### src/hdl/lrs_pkg.sv
// Package for the linear resampler to 16 kHz: word types and fixed constants.
// Depends on nothing; the top level, the interpolator and the test files use it.
`timescale 1ns / 1ps
`default_nettype none
package lrs_pkg;

  localparam int SAMPLE_W    = 16;
  localparam int RATE_W      = 18;
  localparam int FRAC_W      = 14;
  localparam int WHOLE_STEP_W = 5;
  localparam int RESULT_CNT_W = 7;

  localparam logic [FRAC_W-1:0] TARGET_RATE = 14'd16000;
  localparam logic [RATE_W-1:0] TARGET_RATE_R = 18'd16000;
  localparam logic [RATE_W-1:0] MIN_RATE = 18'd250;
  localparam logic [RESULT_CNT_W-1:0] MAX_RESULTS = 7'd64;
  localparam logic signed [SAMPLE_W:0] SAMPLE_MIN = -17'sd32768;
  localparam logic signed [SAMPLE_W:0] SAMPLE_MAX = 17'sd32767;

  typedef struct packed {
    logic signed [SAMPLE_W-1:0] sample_in;
    logic                       chunk_last;
  } in_word_t;

  typedef struct packed {
    logic signed [SAMPLE_W-1:0] sample_out;
    logic                       run_last;
    logic                       chunk_end;
  } out_word_t;

endpackage
`default_nettype wire

### src/hdl/linear_resampler_to_16k.sv
// Top level of the linear resampler to 16 kHz: rate split, chunk sequencer
// and output register. Depends on lrs_pkg, lrs_sdiv and lrs_interp.
//
// Usage: input words (sample_in, chunk_last) arrive on in_valid/in_ready and
// 16 kHz words (sample_out, run_last, chunk_end) leave on out_valid/out_ready.
// The rate register must be written through cfg_we/cfg_wdata only while the
// block is idle; the block itself does not enforce this. A write splits the
// rate into a whole step and a fractional step, and in_ready stays low meanwhile.
// In pass-through each word is copied straight to the output register.
// Otherwise each emitted output goes through the bit-serial multiply and
// bit-serial divide of the interpolator, and the last word of a chunk first
// runs a serial division that gives the tail length.
// The first output of a word appears once the next output or the end of the
// word's run is known, so run_last can be set on the right word.
// A stalled receiver holds the output register; the sequencer waits for it
// and accepts no new word until the current one is finished.
// Reset clears the counters k, w, rem, oidx, the previous sample and sets the rate to 16000.
`timescale 1ns / 1ps
`default_nettype none
module linear_resampler_to_16k #(
  parameter int MAX_CHUNK_SAMPLES = 1048576
) (
  input  wire logic                           clk,
  input  wire logic                           rst_n,
  input  wire logic                           in_valid,
  output logic                                in_ready,
  input  wire lrs_pkg::in_word_t              in_data,
  output logic                                out_valid,
  input  wire logic                           out_ready,
  output lrs_pkg::out_word_t                  out_data,
  input  wire logic                           cfg_we,
  input  wire logic [lrs_pkg::RATE_W-1:0]     cfg_wdata
);

  localparam int SW = lrs_pkg::SAMPLE_W;
  localparam int RW = lrs_pkg::RATE_W;
  localparam int FW = lrs_pkg::FRAC_W;
  localparam int QSW = lrs_pkg::WHOLE_STEP_W;
  localparam int NCW = lrs_pkg::RESULT_CNT_W;
  localparam int KW = $clog2(MAX_CHUNK_SAMPLES + 1);
  localparam int WW = KW + 1;
  localparam int QW = KW + 7;
  localparam int TNW = KW + 16;
  localparam int TDW = RW + 1;
  localparam logic [KW-1:0] K_LAST = KW'(MAX_CHUNK_SAMPLES - 1);
  localparam logic [TNW-1:0] TWO_T = TNW'(32000);

  typedef enum logic [6:0] {
    S_IDLE  = 7'b0000001,
    S_PASS  = 7'b0000010,
    S_TOT   = 7'b0000100,
    S_CHK   = 7'b0001000,
    S_INTP  = 7'b0010000,
    S_PUSH  = 7'b0100000,
    S_FLUSH = 7'b1000000
  } state_t;

  state_t                st_r, st_nxt;
  logic [RW-1:0]         rate_r, rate_nxt;
  logic [RW-1:0]         work_r, work_nxt;
  logic [QSW-1:0]        qstep_r, qstep_nxt;
  logic [FW-1:0]         rstep_r, rstep_nxt;
  logic                  split_r, split_nxt;
  logic signed [SW-1:0]  x_r, x_nxt;
  logic signed [SW-1:0]  prev_r, prev_nxt;
  logic                  last_r, last_nxt;
  logic [KW-1:0]         k_r, k_nxt;
  logic [WW-1:0]         w_r, w_nxt;
  logic [FW-1:0]         rem_r, rem_nxt;
  logic [QW-1:0]         oidx_r, oidx_nxt;
  logic [QW-1:0]         total_r, total_nxt;
  logic [NCW-1:0]        n_r, n_nxt;
  logic signed [SW-1:0]  pend_r, pend_nxt;
  logic                  pend_v_r, pend_v_nxt;
  logic signed [SW-1:0]  new_r, new_nxt;
  logic                  out_valid_r, out_valid_nxt;
  lrs_pkg::out_word_t    out_r, out_nxt;

  logic                  pass;
  logic [RW-1:0]         rate_eff;
  logic                  accept;
  logic                  last_in;
  logic                  out_free;
  logic                  brk;
  logic                  same;
  logic [FW:0]           remsum;
  logic                  wrap;
  logic [TNW-1:0]        tnum;
  logic                  tot_start;
  logic                  tot_done;
  logic [TNW-1:0]        tot_quo;
  logic [TDW-1:0]        tot_rmd;
  logic                  ip_start;
  logic                  ip_done;
  logic signed [SW-1:0]  ip_res;

  assign pass     = (rate_r == '0) || (rate_r == lrs_pkg::TARGET_RATE_R);
  assign rate_eff = (rate_r < lrs_pkg::MIN_RATE) ? lrs_pkg::MIN_RATE : rate_r;
  assign in_ready = (st_r == S_IDLE) && !split_r;
  assign accept   = in_valid && in_ready;
  assign last_in  = in_data.chunk_last || (k_r >= K_LAST);
  assign out_free = !out_valid_r || out_ready;
  assign same     = w_r == WW'(k_r);
  assign brk      = last_r ? ((oidx_r >= total_r) || (w_r > WW'(k_r)))
                           : (w_r >= WW'(k_r));
  assign remsum   = {1'b0, rem_r} + {1'b0, rstep_r};
  assign wrap     = remsum >= {1'b0, lrs_pkg::TARGET_RATE};
  assign tnum     = (TNW'(k_r) + TNW'(1)) * TWO_T + TNW'(rate_eff);
  assign tot_start = accept && !pass && last_in;
  assign ip_start = (st_r == S_CHK) && !brk && (n_r < lrs_pkg::MAX_RESULTS);

  lrs_sdiv #(.NW(TNW), .DW(TDW)) u_tot_div (
    .clk   (clk),
    .rst_n (rst_n),
    .start (tot_start),
    .num   (tnum),
    .den   ({rate_eff, 1'b0}),
    .done  (tot_done),
    .quo   (tot_quo),
    .rmd   (tot_rmd)
  );

  lrs_interp u_interp (
    .clk    (clk),
    .rst_n  (rst_n),
    .start  (ip_start),
    .x0     (same ? x_r : prev_r),
    .x1     (x_r),
    .frac   (rem_r),
    .done   (ip_done),
    .result (ip_res)
  );

  always_comb begin
    rate_nxt  = rate_r;
    work_nxt  = work_r;
    qstep_nxt = qstep_r;
    rstep_nxt = rstep_r;
    split_nxt = split_r;
    if (cfg_we) begin
      rate_nxt  = cfg_wdata;
      work_nxt  = (cfg_wdata < lrs_pkg::MIN_RATE) ? lrs_pkg::MIN_RATE : cfg_wdata;
      qstep_nxt = '0;
      split_nxt = 1'b1;
    end else if (split_r) begin
      if (work_r >= lrs_pkg::TARGET_RATE_R) begin
        work_nxt  = work_r - lrs_pkg::TARGET_RATE_R;
        qstep_nxt = qstep_r + 1'b1;
      end else begin
        rstep_nxt = work_r[FW-1:0];
        split_nxt = 1'b0;
      end
    end
  end

  always_comb begin
    st_nxt        = st_r;
    x_nxt         = x_r;
    prev_nxt      = prev_r;
    last_nxt      = last_r;
    k_nxt         = k_r;
    w_nxt         = w_r;
    rem_nxt       = rem_r;
    oidx_nxt      = oidx_r;
    total_nxt     = total_r;
    n_nxt         = n_r;
    pend_nxt      = pend_r;
    pend_v_nxt    = pend_v_r;
    new_nxt       = new_r;
    out_valid_nxt = out_valid_r && !out_ready;
    out_nxt       = out_r;
    unique case (st_r)
      S_IDLE: begin
        if (accept) begin
          x_nxt      = in_data.sample_in;
          last_nxt   = pass ? in_data.chunk_last : last_in;
          n_nxt      = '0;
          pend_v_nxt = 1'b0;
          if (pass) begin
            st_nxt = S_PASS;
          end else if (last_in) begin
            st_nxt = S_TOT;
          end else begin
            st_nxt = S_CHK;
          end
        end
      end
      S_PASS: begin
        if (out_free) begin
          out_valid_nxt      = 1'b1;
          out_nxt.sample_out = x_r;
          out_nxt.run_last   = 1'b1;
          out_nxt.chunk_end  = last_r;
          st_nxt             = S_IDLE;
        end
      end
      S_TOT: begin
        if (tot_done) begin
          total_nxt = tot_quo[QW-1:0];
          st_nxt    = S_CHK;
        end
      end
      S_CHK: begin
        if (brk) begin
          st_nxt = S_FLUSH;
        end else if (ip_start) begin
          st_nxt = S_INTP;
        end else begin
          oidx_nxt = oidx_r + 1'b1;
          rem_nxt  = wrap ? FW'(remsum - {1'b0, lrs_pkg::TARGET_RATE}) : remsum[FW-1:0];
          w_nxt    = w_r + WW'(qstep_r) + WW'(wrap);
        end
      end
      S_INTP: begin
        if (ip_done) begin
          new_nxt = ip_res;
          st_nxt  = S_PUSH;
        end
      end
      S_PUSH: begin
        if (!pend_v_r || out_free) begin
          if (pend_v_r) begin
            out_valid_nxt      = 1'b1;
            out_nxt.sample_out = pend_r;
            out_nxt.run_last   = 1'b0;
            out_nxt.chunk_end  = 1'b0;
          end
          pend_nxt   = new_r;
          pend_v_nxt = 1'b1;
          n_nxt      = n_r + 1'b1;
          oidx_nxt   = oidx_r + 1'b1;
          rem_nxt    = wrap ? FW'(remsum - {1'b0, lrs_pkg::TARGET_RATE}) : remsum[FW-1:0];
          w_nxt      = w_r + WW'(qstep_r) + WW'(wrap);
          st_nxt     = S_CHK;
        end
      end
      S_FLUSH: begin
        if (!pend_v_r || out_free) begin
          if (pend_v_r) begin
            out_valid_nxt      = 1'b1;
            out_nxt.sample_out = pend_r;
            out_nxt.run_last   = 1'b1;
            out_nxt.chunk_end  = last_r;
          end
          pend_v_nxt = 1'b0;
          st_nxt     = S_IDLE;
        end
      end
      default: st_nxt = S_IDLE;
    endcase
    if (((st_r == S_PASS) || (st_r == S_FLUSH)) && (st_nxt == S_IDLE)) begin
      prev_nxt = x_r;
      if (last_r) begin
        k_nxt    = '0;
        w_nxt    = '0;
        rem_nxt  = '0;
        oidx_nxt = '0;
      end else begin
        k_nxt = k_r + 1'b1;
      end
    end
  end

  always_ff @(posedge clk) begin
    if (!rst_n) begin
      st_r        <= S_IDLE;
      rate_r      <= lrs_pkg::TARGET_RATE_R;
      qstep_r     <= QSW'(1);
      rstep_r     <= '0;
      split_r     <= 1'b0;
      prev_r      <= '0;
      k_r         <= '0;
      w_r         <= '0;
      rem_r       <= '0;
      oidx_r      <= '0;
      pend_v_r    <= 1'b0;
      out_valid_r <= 1'b0;
    end else begin
      st_r        <= st_nxt;
      rate_r      <= rate_nxt;
      qstep_r     <= qstep_nxt;
      rstep_r     <= rstep_nxt;
      split_r     <= split_nxt;
      prev_r      <= prev_nxt;
      k_r         <= k_nxt;
      w_r         <= w_nxt;
      rem_r       <= rem_nxt;
      oidx_r      <= oidx_nxt;
      pend_v_r    <= pend_v_nxt;
      out_valid_r <= out_valid_nxt;
    end
    work_r  <= work_nxt;
    x_r     <= x_nxt;
    last_r  <= last_nxt;
    total_r <= total_nxt;
    n_r     <= n_nxt;
    pend_r  <= pend_nxt;
    new_r   <= new_nxt;
    out_r   <= out_nxt;
  end

  assign out_valid = out_valid_r;
  assign out_data  = out_r;

endmodule
`default_nettype wire

### src/hdl/lrs_sdiv.sv
// Restoring divider that produces one quotient bit per cycle.
// Depends on nothing but its parameters.
`timescale 1ns / 1ps
`default_nettype none
module lrs_sdiv #(
  parameter int NW = 30,
  parameter int DW = 14
) (
  input  wire logic          clk,
  input  wire logic          rst_n,
  input  wire logic          start,
  input  wire logic [NW-1:0] num,
  input  wire logic [DW-1:0] den,
  output logic               done,
  output logic [NW-1:0]      quo,
  output logic [DW-1:0]      rmd
);

  localparam int CW = $clog2(NW + 1);
  localparam logic [CW-1:0] LAST_CNT = CW'(NW - 1);

  logic          busy_r, busy_nxt;
  logic          done_r, done_nxt;
  logic [CW-1:0] cnt_r, cnt_nxt;
  logic [NW-1:0] n_r, n_nxt;
  logic [DW-1:0] p_r, p_nxt;
  logic [DW-1:0] den_r, den_nxt;
  logic [DW:0]   trial;
  logic [DW:0]   diff;
  logic          ge;

  assign trial = {p_r, n_r[NW-1]};
  assign ge    = trial >= {1'b0, den_r};
  assign diff  = trial - {1'b0, den_r};

  always_comb begin
    busy_nxt = busy_r;
    done_nxt = 1'b0;
    cnt_nxt  = cnt_r;
    n_nxt    = n_r;
    p_nxt    = p_r;
    den_nxt  = den_r;
    if (start) begin
      busy_nxt = 1'b1;
      cnt_nxt  = '0;
      n_nxt    = num;
      p_nxt    = '0;
      den_nxt  = den;
    end else if (busy_r) begin
      n_nxt = {n_r[NW-2:0], ge};
      p_nxt = ge ? diff[DW-1:0] : trial[DW-1:0];
      cnt_nxt = cnt_r + 1'b1;
      if (cnt_r == LAST_CNT) begin
        busy_nxt = 1'b0;
        done_nxt = 1'b1;
      end
    end
  end

  always_ff @(posedge clk) begin
    if (!rst_n) begin
      busy_r <= 1'b0;
      done_r <= 1'b0;
      cnt_r  <= '0;
    end else begin
      busy_r <= busy_nxt;
      done_r <= done_nxt;
      cnt_r  <= cnt_nxt;
    end
    n_r   <= n_nxt;
    p_r   <= p_nxt;
    den_r <= den_nxt;
  end

  assign done = done_r;
  assign quo  = n_r;
  assign rmd  = p_r;

endmodule
`default_nettype wire

### src/hdl/lrs_interp.sv
// Interpolator: serial shift-add multiply of the fraction by the sample step,
// serial division by the target rate, then round half to even and clamp.
// Depends on lrs_pkg and lrs_sdiv.
`timescale 1ns / 1ps
`default_nettype none
module lrs_interp (
  input  wire logic                                clk,
  input  wire logic                                rst_n,
  input  wire logic                                start,
  input  wire logic signed [lrs_pkg::SAMPLE_W-1:0] x0,
  input  wire logic signed [lrs_pkg::SAMPLE_W-1:0] x1,
  input  wire logic [lrs_pkg::FRAC_W-1:0]          frac,
  output logic                                     done,
  output logic signed [lrs_pkg::SAMPLE_W-1:0]      result
);

  localparam int SW = lrs_pkg::SAMPLE_W;
  localparam int FW = lrs_pkg::FRAC_W;
  localparam int PW = SW + FW;
  localparam int CW = $clog2(FW + 1);
  localparam logic [CW-1:0] LAST_CNT = CW'(FW - 1);
  localparam logic signed [SW+2:0] Y_MIN = (SW+3)'(lrs_pkg::SAMPLE_MIN);
  localparam logic signed [SW+2:0] Y_MAX = (SW+3)'(lrs_pkg::SAMPLE_MAX);

  typedef enum logic [3:0] {
    I_IDLE = 4'b0001,
    I_MUL  = 4'b0010,
    I_DIV  = 4'b0100,
    I_RND  = 4'b1000
  } istate_t;

  istate_t              st_r, st_nxt;
  logic [CW-1:0]        cnt_r, cnt_nxt;
  logic signed [SW-1:0] x0_r, x0_nxt;
  logic                 neg_r, neg_nxt;
  logic [SW-1:0]        mag_r, mag_nxt;
  logic [SW-1:0]        hi_r, hi_nxt;
  logic [FW-1:0]        lo_r, lo_nxt;
  logic signed [SW-1:0] res_r, res_nxt;
  logic                 done_r, done_nxt;
  logic                 div_start;
  logic                 div_done;
  logic [PW-1:0]        div_quo;
  logic [FW-1:0]        div_rmd;
  logic signed [SW:0]   d;
  logic [SW:0]          sum;
  logic signed [SW+1:0] q;
  logic [FW:0]          r;
  logic [FW+1:0]        r2;
  logic                 up;
  logic signed [SW+2:0] y;

  assign d   = {x1[SW-1], x1} - {x0[SW-1], x0};
  assign sum = {1'b0, hi_r} + (lo_r[0] ? {1'b0, mag_r} : '0);

  lrs_sdiv #(.NW(PW), .DW(FW)) u_div (
    .clk   (clk),
    .rst_n (rst_n),
    .start (div_start),
    .num   ({hi_r, lo_r}),
    .den   (lrs_pkg::TARGET_RATE),
    .done  (div_done),
    .quo   (div_quo),
    .rmd   (div_rmd)
  );

  always_comb begin
    if (!neg_r) begin
      q = {2'b00, div_quo[SW-1:0]};
      r = {1'b0, div_rmd};
    end else if (div_rmd == '0) begin
      q = -$signed({2'b00, div_quo[SW-1:0]});
      r = '0;
    end else begin
      q = -$signed({2'b00, div_quo[SW-1:0]}) - 18'sd1;
      r = {1'b0, lrs_pkg::TARGET_RATE} - {1'b0, div_rmd};
    end
    r2 = {r, 1'b0};
    up = (r2 > {2'b00, lrs_pkg::TARGET_RATE})
         || ((r2 == {2'b00, lrs_pkg::TARGET_RATE}) && (q[0] ^ x0_r[0]));
    y = {{3{x0_r[SW-1]}}, x0_r} + {q[SW+1], q} + {{(SW+2){1'b0}}, up};
  end

  always_comb begin
    st_nxt    = st_r;
    cnt_nxt   = cnt_r;
    x0_nxt    = x0_r;
    neg_nxt   = neg_r;
    mag_nxt   = mag_r;
    hi_nxt    = hi_r;
    lo_nxt    = lo_r;
    res_nxt   = res_r;
    done_nxt  = 1'b0;
    div_start = 1'b0;
    unique case (st_r)
      I_IDLE: begin
        if (start) begin
          x0_nxt  = x0;
          neg_nxt = d[SW];
          mag_nxt = d[SW] ? SW'(-d) : d[SW-1:0];
          hi_nxt  = '0;
          lo_nxt  = frac;
          cnt_nxt = '0;
          st_nxt  = I_MUL;
        end
      end
      I_MUL: begin
        {hi_nxt, lo_nxt} = {sum, lo_r[FW-1:1]};
        cnt_nxt = cnt_r + 1'b1;
        if (cnt_r == LAST_CNT) begin
          st_nxt = I_DIV;
        end
      end
      I_DIV: begin
        div_start = 1'b1;
        st_nxt    = I_RND;
      end
      I_RND: begin
        if (div_done) begin
          if (y < Y_MIN) begin
            res_nxt = lrs_pkg::SAMPLE_MIN[SW-1:0];
          end else if (y > Y_MAX) begin
            res_nxt = lrs_pkg::SAMPLE_MAX[SW-1:0];
          end else begin
            res_nxt = y[SW-1:0];
          end
          done_nxt = 1'b1;
          st_nxt   = I_IDLE;
        end
      end
      default: st_nxt = I_IDLE;
    endcase
  end

  always_ff @(posedge clk) begin
    if (!rst_n) begin
      st_r   <= I_IDLE;
      cnt_r  <= '0;
      done_r <= 1'b0;
    end else begin
      st_r   <= st_nxt;
      cnt_r  <= cnt_nxt;
      done_r <= done_nxt;
    end
    x0_r  <= x0_nxt;
    neg_r <= neg_nxt;
    mag_r <= mag_nxt;
    hi_r  <= hi_nxt;
    lo_r  <= lo_nxt;
    res_r <= res_nxt;
  end

  assign done   = done_r;
  assign result = res_r;

endmodule
`default_nettype wire

### config.mk
export PLATFORM = sky130hd
export DESIGN_NAME = linear_resampler_to_16k
export DESIGN_NICKNAME = d
export VERILOG_FILES = /design/src/hdl/lrs_pkg.sv /design/src/hdl/linear_resampler_to_16k.sv /design/src/hdl/lrs_sdiv.sv /design/src/hdl/lrs_interp.sv
export SDC_FILE = /design/constraint.sdc
export NUM_CORES = 1
export LEC_CHECK = 0
export BUFFER_PORTS_ARGS = -buffer_cell sky130_fd_sc_hd__buf_2
export CELL_PAD_IN_SITES_DETAIL_PLACEMENT = 1
export CELL_PAD_IN_SITES_GLOBAL_PLACEMENT = 2
export CORE_AREA = 10 10 311 313
export CTS_CLUSTER_SIZE = 28
export DETAILED_ROUTE_END_ITERATION = 6
export DIE_AREA = 0 0 321 323
export GPL_TIMING_DRIVEN = 0
export HOLD_SLACK_MARGIN = 0.15
export MAX_ROUTING_LAYER = met4
export PLACE_DENSITY = 0.73
export SETUP_SLACK_MARGIN = 0.1
export SKIP_CTS_REPAIR_TIMING = 1
export SYNTH_ARGS = -nofsm -noshare
export SYNTH_HDL_FRONTEND = slang
export SYNTH_SLANG_ARGS = --single-unit
export TNS_END_PERCENT = 5
### constraint.sdc
create_clock -name clk -period 9.7 [get_ports clk]
set_input_delay 1.94 -clock clk [delete_from_list [all_inputs] [get_ports clk]]
set_output_delay 1.94 -clock clk [all_outputs]
set_load 0.03 [all_outputs]
# Yosys cells after proc, flatten, opt, wreduce, memory -nomap -nowiden
# Cells that the tools add are included.
[word_totals]
regBits = 489
input_bits = 40
out_inout_bits = 20
[classes]
addsub = 24
multipliers = 1
order_cmp = 14
eq_ne = 27
muxes = 95
bitwise = 6
n_reduce_logical = 53
[ops]
columns = ["op", "n"]
rows = [
  ["2-to-1 mux 18 bit", 12],
  ["2-to-1 mux 28 bit", 5],
  ["2-to-1 mux 14 bit", 8],
  ["2-to-1 mux 22 bit", 5],
  ["2-to-1 mux 16 bit", 5],
  ["2-to-1 mux 37 bit", 2],
  ["2-to-1 mux 7 bit", 10],
  ["2-to-1 mux 30 bit", 2],
  ["case mux 14 bit (2 select lines)", 2],
  ["case mux 28 bit (2 select lines)", 1],
  ["case mux 18 bit (3 select lines)", 1],
  ["case mux 7 bit (7 select lines)", 1],
  ["case mux 22 bit (2 select lines)", 1],
  ["adder 37 x 18 -> 37 bit", 1],
  ["less-than comparator 18 x 8 -> 1 bit (second input constant)", 2],
  ["case mux 16 bit (2 select lines)", 1],
  [">= comparator 15 x 14 -> 1 bit (second input constant)", 2],
  ["2-to-1 mux 15 bit", 2],
  ["multiplier 22 x 7 -> 29 bit (second input constant)", 1],
  ["adder 28 x 1 -> 28 bit (second input constant)", 1],
  [">= comparator 28 bit", 1],
  ["subtractor 14 bit (second input constant)", 2],
  ["2-to-1 mux 1 bit", 24],
  ["2-to-1 mux 4 bit", 6],
  ["68 further kinds", 122],
]

# Depth between registers and ports, before layout
# Gate-level depths: netlist of run 1.
[logic_depth]
word_depth = 12
mapped_depth = 28
ltp_nobuf = 26

# Cells and area by module
# A second synthesis of run 1 with hierarchy kept.
[hier_totals]
cells_unflattened = 3454
area_unflattened_um2 = 33145.5
[by_module_without_submodules]
columns = ["mod", "instances", "cells_each", "area_each_um2"]
rows = [
  ["linear_resampler_to_16k", 1, 1953, 18133.6],
  ["lrs_interp", 1, 780, 6962.9],
  ["lrs_sdiv at u_tot_div", 1, 418, 4575.6],
  ["lrs_sdiv at u_interp.u_div", 1, 303, 3473.3],
]

# Worst setup path before layout of run 1
# No wires, ideal clock.
[synth_timing]
kind = "register to register"
from = "register k_r[2]"
to = "register u_tot_div.n_r[36] (netlist: u_tot_div.quo[36]) (data pin)"
setup_time_ns = 0.266
arrival_ns = 6.360
required_ns = 9.434
path_slack_ns = 3.074
path_stages_with_launch = 26
path_buffers = 2
cell_sequence = "dfxtp_1 -> clkbuf_1 -> nand3_1 -> nor3_1 -> and2_1 -> nand3_1 -> xnor2_1 -> inv_1 -> fa_1 -> inv_1 -> fa_1 -> fa_1 -> fa_1 -> inv_1 -> ha_1 -> clkbuf_1 -> a21oi_1 -> nor2_1 -> nor2_1 -> o21ai_0 -> or2_0 -> a311o_1 -> nor4_1 -> and4_1 -> and4_1 -> o31ai_1"
[synth_via]
elab_chain_len = 4
[synth_lines]
columns = ["element", "line", "text"]
rows = [
  ["start, declared", "linear_resampler_to_16k.sv:67", "logic [KW-1:0] k_r, k_nxt;"],
  ["start signal, assigned", "linear_resampler_to_16k.sv:285", "k_r <= k_nxt;"],
  ["adder 21 x 1 -> 22 bit / >= comparator 21 x 20 -> 1 bit (equally long branches)", "linear_resampler_to_16k.sv:108, linear_resampler_to_16k.sv:101", ""],
  ["multiplier 22 x 7 -> 29 bit / logical OR 1 bit (equally long branches)", "linear_resampler_to_16k.sv:108, linear_resampler_to_16k.sv:101", ""],
  ["adder 37 x 18 -> 37 bit / logical AND 1 bit (equally long branches)", "linear_resampler_to_16k.sv:108, linear_resampler_to_16k.sv:109", ""],
  ["2-to-1 mux 37 bit *", "lrs_sdiv.sv:43", "if (start) begin"],
  ["named net u_tot_div.n_nxt[36]", "lrs_sdiv.sv:25", "logic [NW-1:0] n_r, n_nxt;"],
  ["end signal, assigned", "lrs_sdiv.sv:70", "n_r <= n_nxt;"],
  ["end, declared", "lrs_sdiv.sv:25", ""],
]
# The timed path passes the listed nets; every way through them passes the cells marked *.
# A chain may end at the register's enable or synchronous reset.

# Worst setup path in the final report of run 1
[layout_timing]
from = "register u_interp.u_div.p_r[2] (netlist: u_interp.u_div.rmd[2])"
to = "register u_interp.res_r[6] (netlist: u_interp.result[6]) (data pin)"
[layout_via]
elab_chain_len = 9
[layout_lines]
columns = ["element", "line", "text"]
rows = [
  ["start, declared", "lrs_sdiv.sv:26", "logic [DW-1:0] p_r, p_nxt;"],
  ["start signal, assigned", "lrs_sdiv.sv:71", "p_r <= p_nxt;"],
  ["branches (longest 6 deep; another with > comparator 16 x 14 -> 1 bit)", "n/a", ""],
  ["adder 19 x 1 -> 19 bit *", "lrs_interp.sv:81", "y = {{3{x0_r[SW-1]}}, x0_r} + {q[SW+1], q} + {{(SW+2){1'b0}}, up};"],
  ["> comparator 19 x 16 -> 1 bit", "lrs_interp.sv:122", "end else if (y > Y_MAX) begin"],
  ["2-to-1 mux 16 bit", "lrs_interp.sv:122", ""],
  ["end signal, assigned", "lrs_interp.sv:150", "res_r <= res_nxt;"],
  ["end, declared", "lrs_interp.sv:39", "logic signed [SW-1:0] res_r, res_nxt;"],
]
# Mark *: on every way between the ends.

==> impl_metrics.yaml, run 1 <==
pwr:
  pwr-share-seq_pct: 43.6
  switching_share_pct: 27.91
  cellLeakagePower_nw: 14.08
  internal_power_mw: 3.914
  p_comb_share_pct: 14.5
  p_switching_mw: 1.516
  max-vdd-ir-drop_mv: 0.1447
  powerDensity_nw_per_um2: 153.6
  clkPwrFrac_pct: 41.9
finish:
  area_growth_pct: 12.57
  drive_gt1_share_pct: 7.272
  most-common-layout-cells: "nand2_1, edfxtp_1, inv_1, ha_1, a21oi_1"
  utilization_pct: 38.91
  final_cells: 4680
  fill_cells: 10460
  final_area_um2: 35340
  layout_commonest_cell: "nand2_1"
  final_nets: 3777
setup_path:
  crit_family: "compound AO/OA/AOI/OAI gates"
  r2r-start: "u_interp.u_div.rmd[2]"
  worst-path-buf-inv: 2
  worstSetupEndpoint: "u_interp.result[6]"
  crit_path_max_fanout: 10
  crit_path_start: "u_interp.u_div.rmd[2]"
  critical_path_class: "flip-flop to flip-flop"
  regToRegEndpoint: "u_interp.result[6]"
  crit_slowest_cell: "o41ai_1"
  crit_top_cell: "a21oi_1"
  required_ps: 10030
  critPathCaptureType: "flip-flop"
  crit_path_start_kind: "flip-flop"
  cp_slowest_stage_delay_ps: 600
  r2r_slack_ps: 1370
  r2r_cells: 26
  critPathArrivalTime_ps: 8660
  cp.depth: 26
logic_synthesis:
  seq_area_frac_synth_pct: 40.23
  synth_top_area_share_pct: 27.16
  synth_edf_count: 284
  async_flop_share_pct: 0
  synth_area_um2: 31400
  synth.area.top_cells: "edfxtp_1, dfxtp_1, ha_1"
  syn_nets: 3649
  avgSynthCellArea_um2: 9.468
  ys_types: 91
  syn_inst: 3316
  ys_ff_latch: 489
  yosys_warnings: 0
  ys.flop_type: "edfxtp_1"
  synth_top_area_cell: "edfxtp_1"
floorplan:
  fp.dieW_um: 321
  initial_utilization_pct: 34.57
  rows: 111
  io_pins: 60
  dieArea_um2: 103700
  core_um2: 90830
  die_h_um: 323
timing:
  skew_ps: 36.45
  finalSetupTns_ps: 0
  drv_slew: 0
  tightest_slew_ps: 1216
  hold_violations: 0
  rsz0062_at_grt: "no"
  slew_headroom_pct: 18.94
  timing.fmax_mhz: 120.0
  fin_crit_ps: 8332
  period_share_pct: 85.89
  setup_viol: 0
placed_design:
  dp_hpwl_mm: 72.60
  place_congestion: 0.8326
  portBuffers: 58
  dp_cells: 4569
  dpl_cell_area_um2: 33350
hold_path:
  worstHoldStart: "u_interp.result[7]"
  hold_class: "flip-flop to flip-flop"
global_routing:
  grt_antenna_before_repair: 4
  gr-total-overflow: 0
  grt_pass1_wl_mm: 147.1
  grt_max_degree: 38
  grt_pass1_vias: 25080
  grt_use_total_pct: 18.30
run:
  cap_violations: 0
route:
  vias_per_cell: 5.179
  drc: 0
  ant_nets: 0
  drt-pass1-iter-count: 5
  vias: 24240
  wl_mm: 92.95
  wl_per_cell_um: 19.86
  first_iter_violations: 1238
clock_tree:
  cts_tree: "built"
  cts_root_buf: "clkbuf_16"
  htree_levels: 2
  cts-buffers-inserted: 59
  path_clk_slew_ps: 60
  clock_sinks: 489
  clkLatencyLatePin_ps: 660
  cts_buffer_depth: 3
run_status:
  outcome: "finished, final reports clean"
synth_stat cells, types with 40 or more instances:
cell,count
nand4_1,42
nor2_1,216
xor2_1,74
nand3_1,82
clkbuf_1,107
o21ai_0,176
ha_1,219
edfxtp_1,284
xnor2_1,147
dfxtp_1,205
mux2i_1,78
a21o_1,52
nand2b_1,40
nand2_1,316
inv_1,266
and2_1,47
nor3_1,83
nor2b_1,89
a21oi_1,214
fa_1,74
kinds of logic (layout without fill, tap and decap cells):
group	after synthesis	after routing	synth area share, %
adders and majority gates	301	301	13.70
buffers and inverters	398	575	4.854
muxes	109	109	3.599
DFF	489	489	40.23
AOI/OAI and AO/OA	700	700	13.99
xor gates and xnor gates	221	221	6.165
other	0	1	0
and+or+nand+nor	1098	1098	17.46
power groups by stage:
stage | Combinational [mW] | Sequential (mW) | Clock (mW)
after CTS | 0.793 | 2.37 | 2.34
after floorplan | 0.583 | 2.38 | 0
after detailed placement | 0.787 | 2.41 | 0
final | 0.789 | 2.37 | 2.27
after global routing | 0.888 | 2.38 | 2.42
after global placement | 0.781 | 2.41 | 0
per-layer routing:
layer | wire length, um | GRT usage, % | part of all wire, %
met1 | 44350 | 23.80 | 48
met2 | 44580 | 30.74 | 48
met5 | 0 | - | 0
met4 | 1864 | 3.908 | 2.0
met3 | 2148 | 1.774 | 2.3
area by class of cell:
| type | count | area, um^2 | area share (%) |
|---|---|---|---|
| multi-input cells | 2429 | 17270 | 48.85 |
| flip-flops and latches | 489 | 12630 | 35.74 |
| clock buffers | 73 | 1583 | 4.479 |
| well taps | 1186 | 1484 | 4.199 |
| inverters | 268 | 1006 | 2.846 |
| plain buffers | 130 | 518.0 | 1.466 |
| repair buffers | 67 | 451.7 | 1.278 |
| clock inverters | 37 | 399.1 | 1.129 |
| diodes | 1 | 2.502 | 0.007081 |
through the flow:
| step | power [mW] | hold WS (ps) | setup WS [ps] |
|---|---|---|---|
| finish | 5.430 | 419.3 | 1368 |
| global route | 5.690 | 425.3 | 675.7 |
| CTS | 5.499 | 417.1 | 1425 |
| detailed placement | 3.199 | 405.5 | 1492 |
| global placement | 3.192 | 402.0 | 1480 |
| floorplan | 2.964 | 400.3 | 3074 |
worst min path at each step:
stage,endpoint,slack (ps),cells past startpoint
final,new_r[7],420,0
after global placement,new_r[14],400,0
after floorplan,new_r[0],400,0
after CTS,new_r[7],420,0
after detailed placement,pend_r[15],410,0
after global routing,new_r[8],430,0
sequential cells by signal, indices dropped and copies added (netlist names), 14 cells and up:
signal,flops
new_r,16
k_r,21
pend_r,16
u_interp.mag_r,16
u_interp.result,16
u_interp.x0_r,16
rstep_r,14
rate_r,18
u_interp.hi_r,16
work_r,18
u_interp.u_div.quo,30
rem_r,14
oidx_r,28
u_interp.lo_r,14
total_r,28
out_data,18
u_tot_div.rmd,19
u_interp.u_div.rmd,14
prev_r,16
x_r,16
u_tot_div.quo,37
u_tot_div.den_r,18
w_r,22
Power figures use the tool's default switching activity.
==> run 2, diff against run 1 <==
- CORE_AREA: 10 10 311 313 -> 10 10 288 290
- DIE_AREA: 0 0 321 323 -> 0 0 298 300
- PLACE_DENSITY: 0.73 -> default
- PLACE_DENSITY_LB_ADDON: default -> 0.3
==> run 2 against run 1 <==
Against the previous run: power is 0.95% lower; combinational power hardly changed; critical endpoint is now u_tot_div.quo[36]; critical path depth is 1 lower; via count is 2.5% higher; die area is 14% lower; final cell count is 3.2% lower; first-iteration DRC count is 8.9% lower; sequential power hardly changed.
==> impl_metrics.yaml, run 2 (synthesis results as in run 1) <==
clock_tree:
  cts-buffers-inserted: 57
  cts_buffer_depth: 3
  htree_levels: 2
  path_clk_slew_ps: 60
  cts_tree: "built"
  clkLatencyLatePin_ps: 650
  cts_root_buf: "clkbuf_16"
  clock_sinks: 489
route:
  drc: 0
  vias: 24840
  first_iter_violations: 1128
  drt-pass1-iter-count: 4
  wl_mm: 92.44
  wl_per_cell_um: 20.40
  vias_per_cell: 5.483
  ant_nets: 0
finish:
  largest_reg_flops: 37
  most-common-layout-cells: "nand2_1, edfxtp_1, inv_1, ha_1, a21oi_1"
  drive_gt1_share_pct: 7.192
  area_growth_pct: 11.70
  final_nets: 3774
  layout_commonest_cell: "nand2_1"
setup_path:
  r2r_cells: 25
  critPathArrivalTime_ps: 8490
  crit_path_start_kind: "flip-flop"
  critical_path_class: "flip-flop to flip-flop"
  critPathCaptureType: "flip-flop"
  crit_path_max_fanout: 10
  required_ps: 10140
global_routing:
  grt_use_total_pct: 20.91
  grt_pass1_wl_mm: 147.7
  grt_max_degree: 38
  grt_pass1_vias: 26650
  gr-total-overflow: 0
  grt_antenna_before_repair: 1
timing:
  rsz0062_at_grt: "no"
  fin_crit_ps: 8055
  hold_violations: 0
  skew_ps: 49.30
  slew_headroom_pct: 10.04
  drv_slew: 0
  finalSetupTns_ps: 0
  setup_viol: 0
  tightest_slew_ps: 1349
  worst_slack_ps: 1645
  timing.fmax_mhz: 124.1
  period_share_pct: 83.04
pwr:
  switching_share_pct: 27.13
  powerDensity_nw_per_um2: 153.4
  internal_power_mw: 3.919
  max-vdd-ir-drop_mv: 0.1354
  cellLeakagePower_nw: 14.08
  pwr-share-seq_pct: 44.0
  p_switching_mw: 1.459
  clkPwrFrac_pct: 41.3
  p_comb_share_pct: 14.7
placed_design:
  place_ws_ps: 1616
  place_congestion: 0.8815
  portBuffers: 58
  dp_hpwl_mm: 72.42
hold_path:
  hold_depth: 0
  hold_class: "flip-flop to flip-flop"
run:
  cap_violations: 0
floorplan:
  initial_utilization_pct: 40.73
  core_um2: 77080
  rows: 102
  io_pins: 60
  die_h_um: 300
  fp.dieW_um: 298
  dieArea_um2: 89400
run_status:
  outcome: "finished, final reports clean"
-- run 2: final timing paths --
check / startpoint / endpoint / slack (ps)
worst min register to register: u_interp.result[10] / new_r[10] / 420
worst max register to register: k_r[2] / u_tot_div.quo[36] / 1640
worst min-delay path: u_interp.result[10] / new_r[10] / 420
worst max-delay path: k_r[2] / u_tot_div.quo[36] / 1640
-- run 2: power by group through the flow --
stage | clock network (mW) | logic, mW | registers (mW)
floorplan | 0 | 0.583 | 2.38
global placement | 0 | 0.752 | 2.41
detailed placement | 0 | 0.784 | 2.41
CTS | 2.28 | 0.792 | 2.37
global route | 2.36 | 0.882 | 2.38
finish | 2.22 | 0.788 | 2.37
-- run 2: stage by stage --
step	total power [mW]	area, um^2	utilization, %	hold slack [ps]	instances
2_1_floorplan	2.964	31400	-	400.3	3316
3_3_place_gp	3.157	32990	42.79	404.8	4414
3_5_place_dp	3.194	33130	42.98	406.3	4422
4_1_cts	5.434	35070	45.49	418.1	4530
5_1_grt	5.620	35070	45.49	427.6	4531
6_report	5.378	35070	45.49	420.0	4531
-- run 2: worst max-delay path, cell delays in order, from the launching register on --
cell      delay [ps]
dfxtp_1          300
clkbuf_1         310
nand3_1          220
nor3_1           670
and2_1           320
nand3_1          120
xnor2_1          570
inv_1            280
fa_1             570
inv_1             50
fa_1             530
fa_1             440
fa_1             510
inv_1             40
ha_1             290
clkbuf_1         200
a21oi_1          190
nor2_1            60
nor2_1           170
o21ai_0          210
or2_0            240
a311o_1          320
nor4_1           520
and4_1           310
a31oi_1           90
o31ai_1          320
-- run 2: layer usage --
layer / up-vias / GRT usage, % / wire length (um)
li1: 11980 / - / -
met5: - / - / 0
met1: 12370 / 24.56 / 39610
met4: 0 / 7.300 / 3350
met2: 340 / 36.96 / 47010
met3: 158 / 2.127 / 2461
-- run 2: cell type report --
type	count	area, um^2
fillers	8859	42020
multi-input cells	2429	17260
flip-flops and latches	489	12630
clock buffers	81	1629
well taps	1040	1301
inverters	268	1006
plain buffers	130	518.0
repair buffers	66	411.6
clock inverters	27	305.3
diodes	1	2.502
==> run 3, diff against run 2 <==
- ABC_AREA: default -> 1
- CORE_AREA: 10 10 288 290 -> 10 10 308 310
- DIE_AREA: 0 0 298 300 -> 0 0 318 320
- clock period: 9.7 -> 7.8 ns (I/O delays scaled with it)
==> run 3 against run 2 <==
Against the previous run: area after synthesis rose by 8.8%; clock power rose by 34%; combinational power grew 28%; sequential power rose by 24%; maximum frequency rose by 17%; first-iteration DRC count increased by 86%; final cell count is 29% higher; clock skew down 31 ps; routed wire length grew 26%; non-clock buffer count is 9 lower; global-route usage up 1.9 points; worst setup slack worse by 750 ps; critical path type unchanged; largest power group is now the clock network; highest routed layer unchanged.
==> impl_metrics.yaml, run 3 <==
setup_path:
  crit_top_cell: "nand2_1"
  critical_path_class: "flip-flop to flip-flop"
  required_ps: 8220
  crit_path_max_fanout: 7
  critPathArrivalTime_ps: 7330
  cp_slowest_stage_delay_ps: 540
  crit_slowest_cell: "fa_1"
  crit_path_start_kind: "flip-flop"
  critPathCaptureType: "flip-flop"
route:
  ant_nets: 0
  wl_mm: 116.0
  drt-pass1-iter-count: 5
  first_iter_violations: 2099
  drc: 0
  vias_per_cell: 5.307
  vias: 31000
  wl_per_cell_um: 19.86
logic_synthesis:
  yosys-top-cells-count: "nand2_1, inv_1, nor2_1"
  seq_area_frac_synth_pct: 36.96
  synth.area.top_cells: "edfxtp_1, nand2_1, dfxtp_1"
  synth_area_um2: 34170
  synth-simple-area-share_pct: 25.30
  synthMostInstantiatedCell: "nand2_1"
  yosys_warnings: 0
  synth_top_area_share_pct: 24.96
  synth_edf_count: 284
  synth-adder-area-share_pct: 12.35
  synth_top_area_cell: "edfxtp_1"
  syn_inst: 4501
  ys_types: 64
  ys_ff_latch: 489
  async_flop_share_pct: 0
  ys.flop_type: "edfxtp_1"
  avgSynthCellArea_um2: 7.593
  synth-xor-area-share_pct: 4.177
  syn_nets: 4834
  synth_compound_area_share_pct: 12.19
  synth_top_family_by_area: "simple AND/OR/NAND/NOR gates"
  muxShareOfSynthArea_pct: 0.03295
floorplan:
  io_pins: 60
  die_h_um: 320
  fp.dieW_um: 318
  core_um2: 88240
  rows: 109
  initial_utilization_pct: 38.73
  dieArea_um2: 101800
finish:
  largest_reg_flops: 37
  fill_cells: 10860
  seqCellArea_um2: 12630
  final_nets: 4959
  most-common-layout-cells: "nand2_1, inv_1, nor2_1, edfxtp_1, a21oi_1"
  drive_gt1_share_pct: 6.267
  layout_commonest_cell: "nand2_1"
  multi_input_area_um2: 18500
  area_growth_pct: 11.57
  final_area_um2: 38130
timing:
  period_share_pct: 88.56
  timing.fmax_mhz: 144.8
  skew_ps: 18.64
  setup_viol: 0
  slew_headroom_pct: 22.02
  finalSetupTns_ps: 0
  holdWs_ps: 424.3
  drv_slew: 0
  rsz0062_at_grt: "no"
  tightest_slew_ps: 1170
  fin_crit_ps: 6908
  hold_violations: 0
placed_design:
  dpl_cell_area_um2: 35980
  portBuffers: 59
  place_congestion: 0.8937
  dp_hpwl_mm: 92.70
global_routing:
  grt_use_total_pct: 22.78
  grt_pass1_wl_mm: 180.1
  grt_pass1_vias: 31210
  grt_antenna_before_repair: 1
  gr-total-overflow: 0
  grt_max_degree: 39
clock_tree:
  cts_root_buf: "clkbuf_16"
  clkLatencyLatePin_ps: 670
  cts-buffers-inserted: 59
  path_clk_slew_ps: 60
  cts_buffer_depth: 3
  clock_sinks: 489
  htree_levels: 2
  cts_tree: "built"
pwr:
  powerDensity_nw_per_um2: 181.6
  cellLeakagePower_nw: 16.87
  p_total_mw: 6.923
  max-vdd-ir-drop_mv: 0.1980
run_status:
  outcome: "finished, final reports clean"
hold_path:
  hold_class: "flip-flop to flip-flop"
run:
  cap_violations: 0
-- run 3: cell types whose count changed after synthesis, sizes merged, moves of 43 or more --
cell and change:
o21ai +84, nand3 +183, mux2i -78, a21o -45, a21oi +56, nor2 +183
nand2 +826, nor2b -89, inv +396, xnor2 -102, and2 -43, xor2 +44
-- run 3: final timing paths --
kind	slack, ps	cells past startpoint	to	start
min	420	0	new_r[9]	u_interp.result[9]
max	890	31	u_tot_div.quo[36]	k_r[1]
max reg2reg	890	31	u_tot_div.quo[36]	k_r[1]
min reg2reg	420	0	new_r[9]	u_interp.result[9]
-- run 3: report_power, final --
part,internal [mW],switching (mW),total [mW]
sequential,2.86,0.0714,2.93
clock,1.78,1.20,2.98
combinational,0.314,0.701,1.01
total,4.95,1.97,6.92
-- run 3: layer usage --
layer / vias to the layer above / track usage [%] / part of all wire [%]
met5: - / - / 0
met4: 0 / 4.937 / 1.8
met3: 113 / 2.810 / 4.8
met2: 594 / 34.95 / 44
met1: 15170 / 31.82 / 49
li1: 15130 / - / -
-- run 3: layout make-up --
cell class / instances / area share [%]
Antenna cell: 1 / 0.006563
Buffer: 123 / 1.490
Inverter: 667 / 6.566
Clock buffer: 86 / 4.660
Timing Repair Buffer: 64 / 0.9648
Multi-Input combinational cell: 3222 / 48.51
Tap cell: 1165 / 3.823
Clock inverter: 24 / 0.8433
Sequential cell: 489 / 33.13
-- run 3: kinds of logic (layout without fill, tap and decap cells) --
logic type / Yosys count / count (layout)
AND/OR/NAND/NOR: 2031 / 2031
flip-flops: 489 / 489
multiplexers: 1 / 1
XOR/XNOR: 163 / 163
adder cells (fa/ha/maj): 293 / 293
AO/OA/AOI/OAI: 734 / 734
other: 0 / 1
buffers and inverters: 790 / 964
-- run 3: stage by stage --
| stage | util, % | std cells | setup WS [ps] |
|---|---|---|---|
| after detailed placement | 40.78 | 5727 | 527.3 |
| final | 43.21 | 5841 | 892.1 |
| after floorplan | - | 4501 | 1864 |
| after global placement | 40.72 | 5725 | 623.9 |
| after CTS | 43.16 | 5837 | 485.6 |
| after global routing | 43.21 | 5840 | 139.4 |
-- run 3: critical path: cells and delay by family (launching register included) --
| kind | cells | cell delay (ps) |
|---|---|---|
| buf+inv | 6 | 490 |
| simple gates | 18 | 2720 |
| xor+xnor | 1 | 320 |
| fa+ha+maj | 6 | 2640 |
| flops | 1 | 460 |
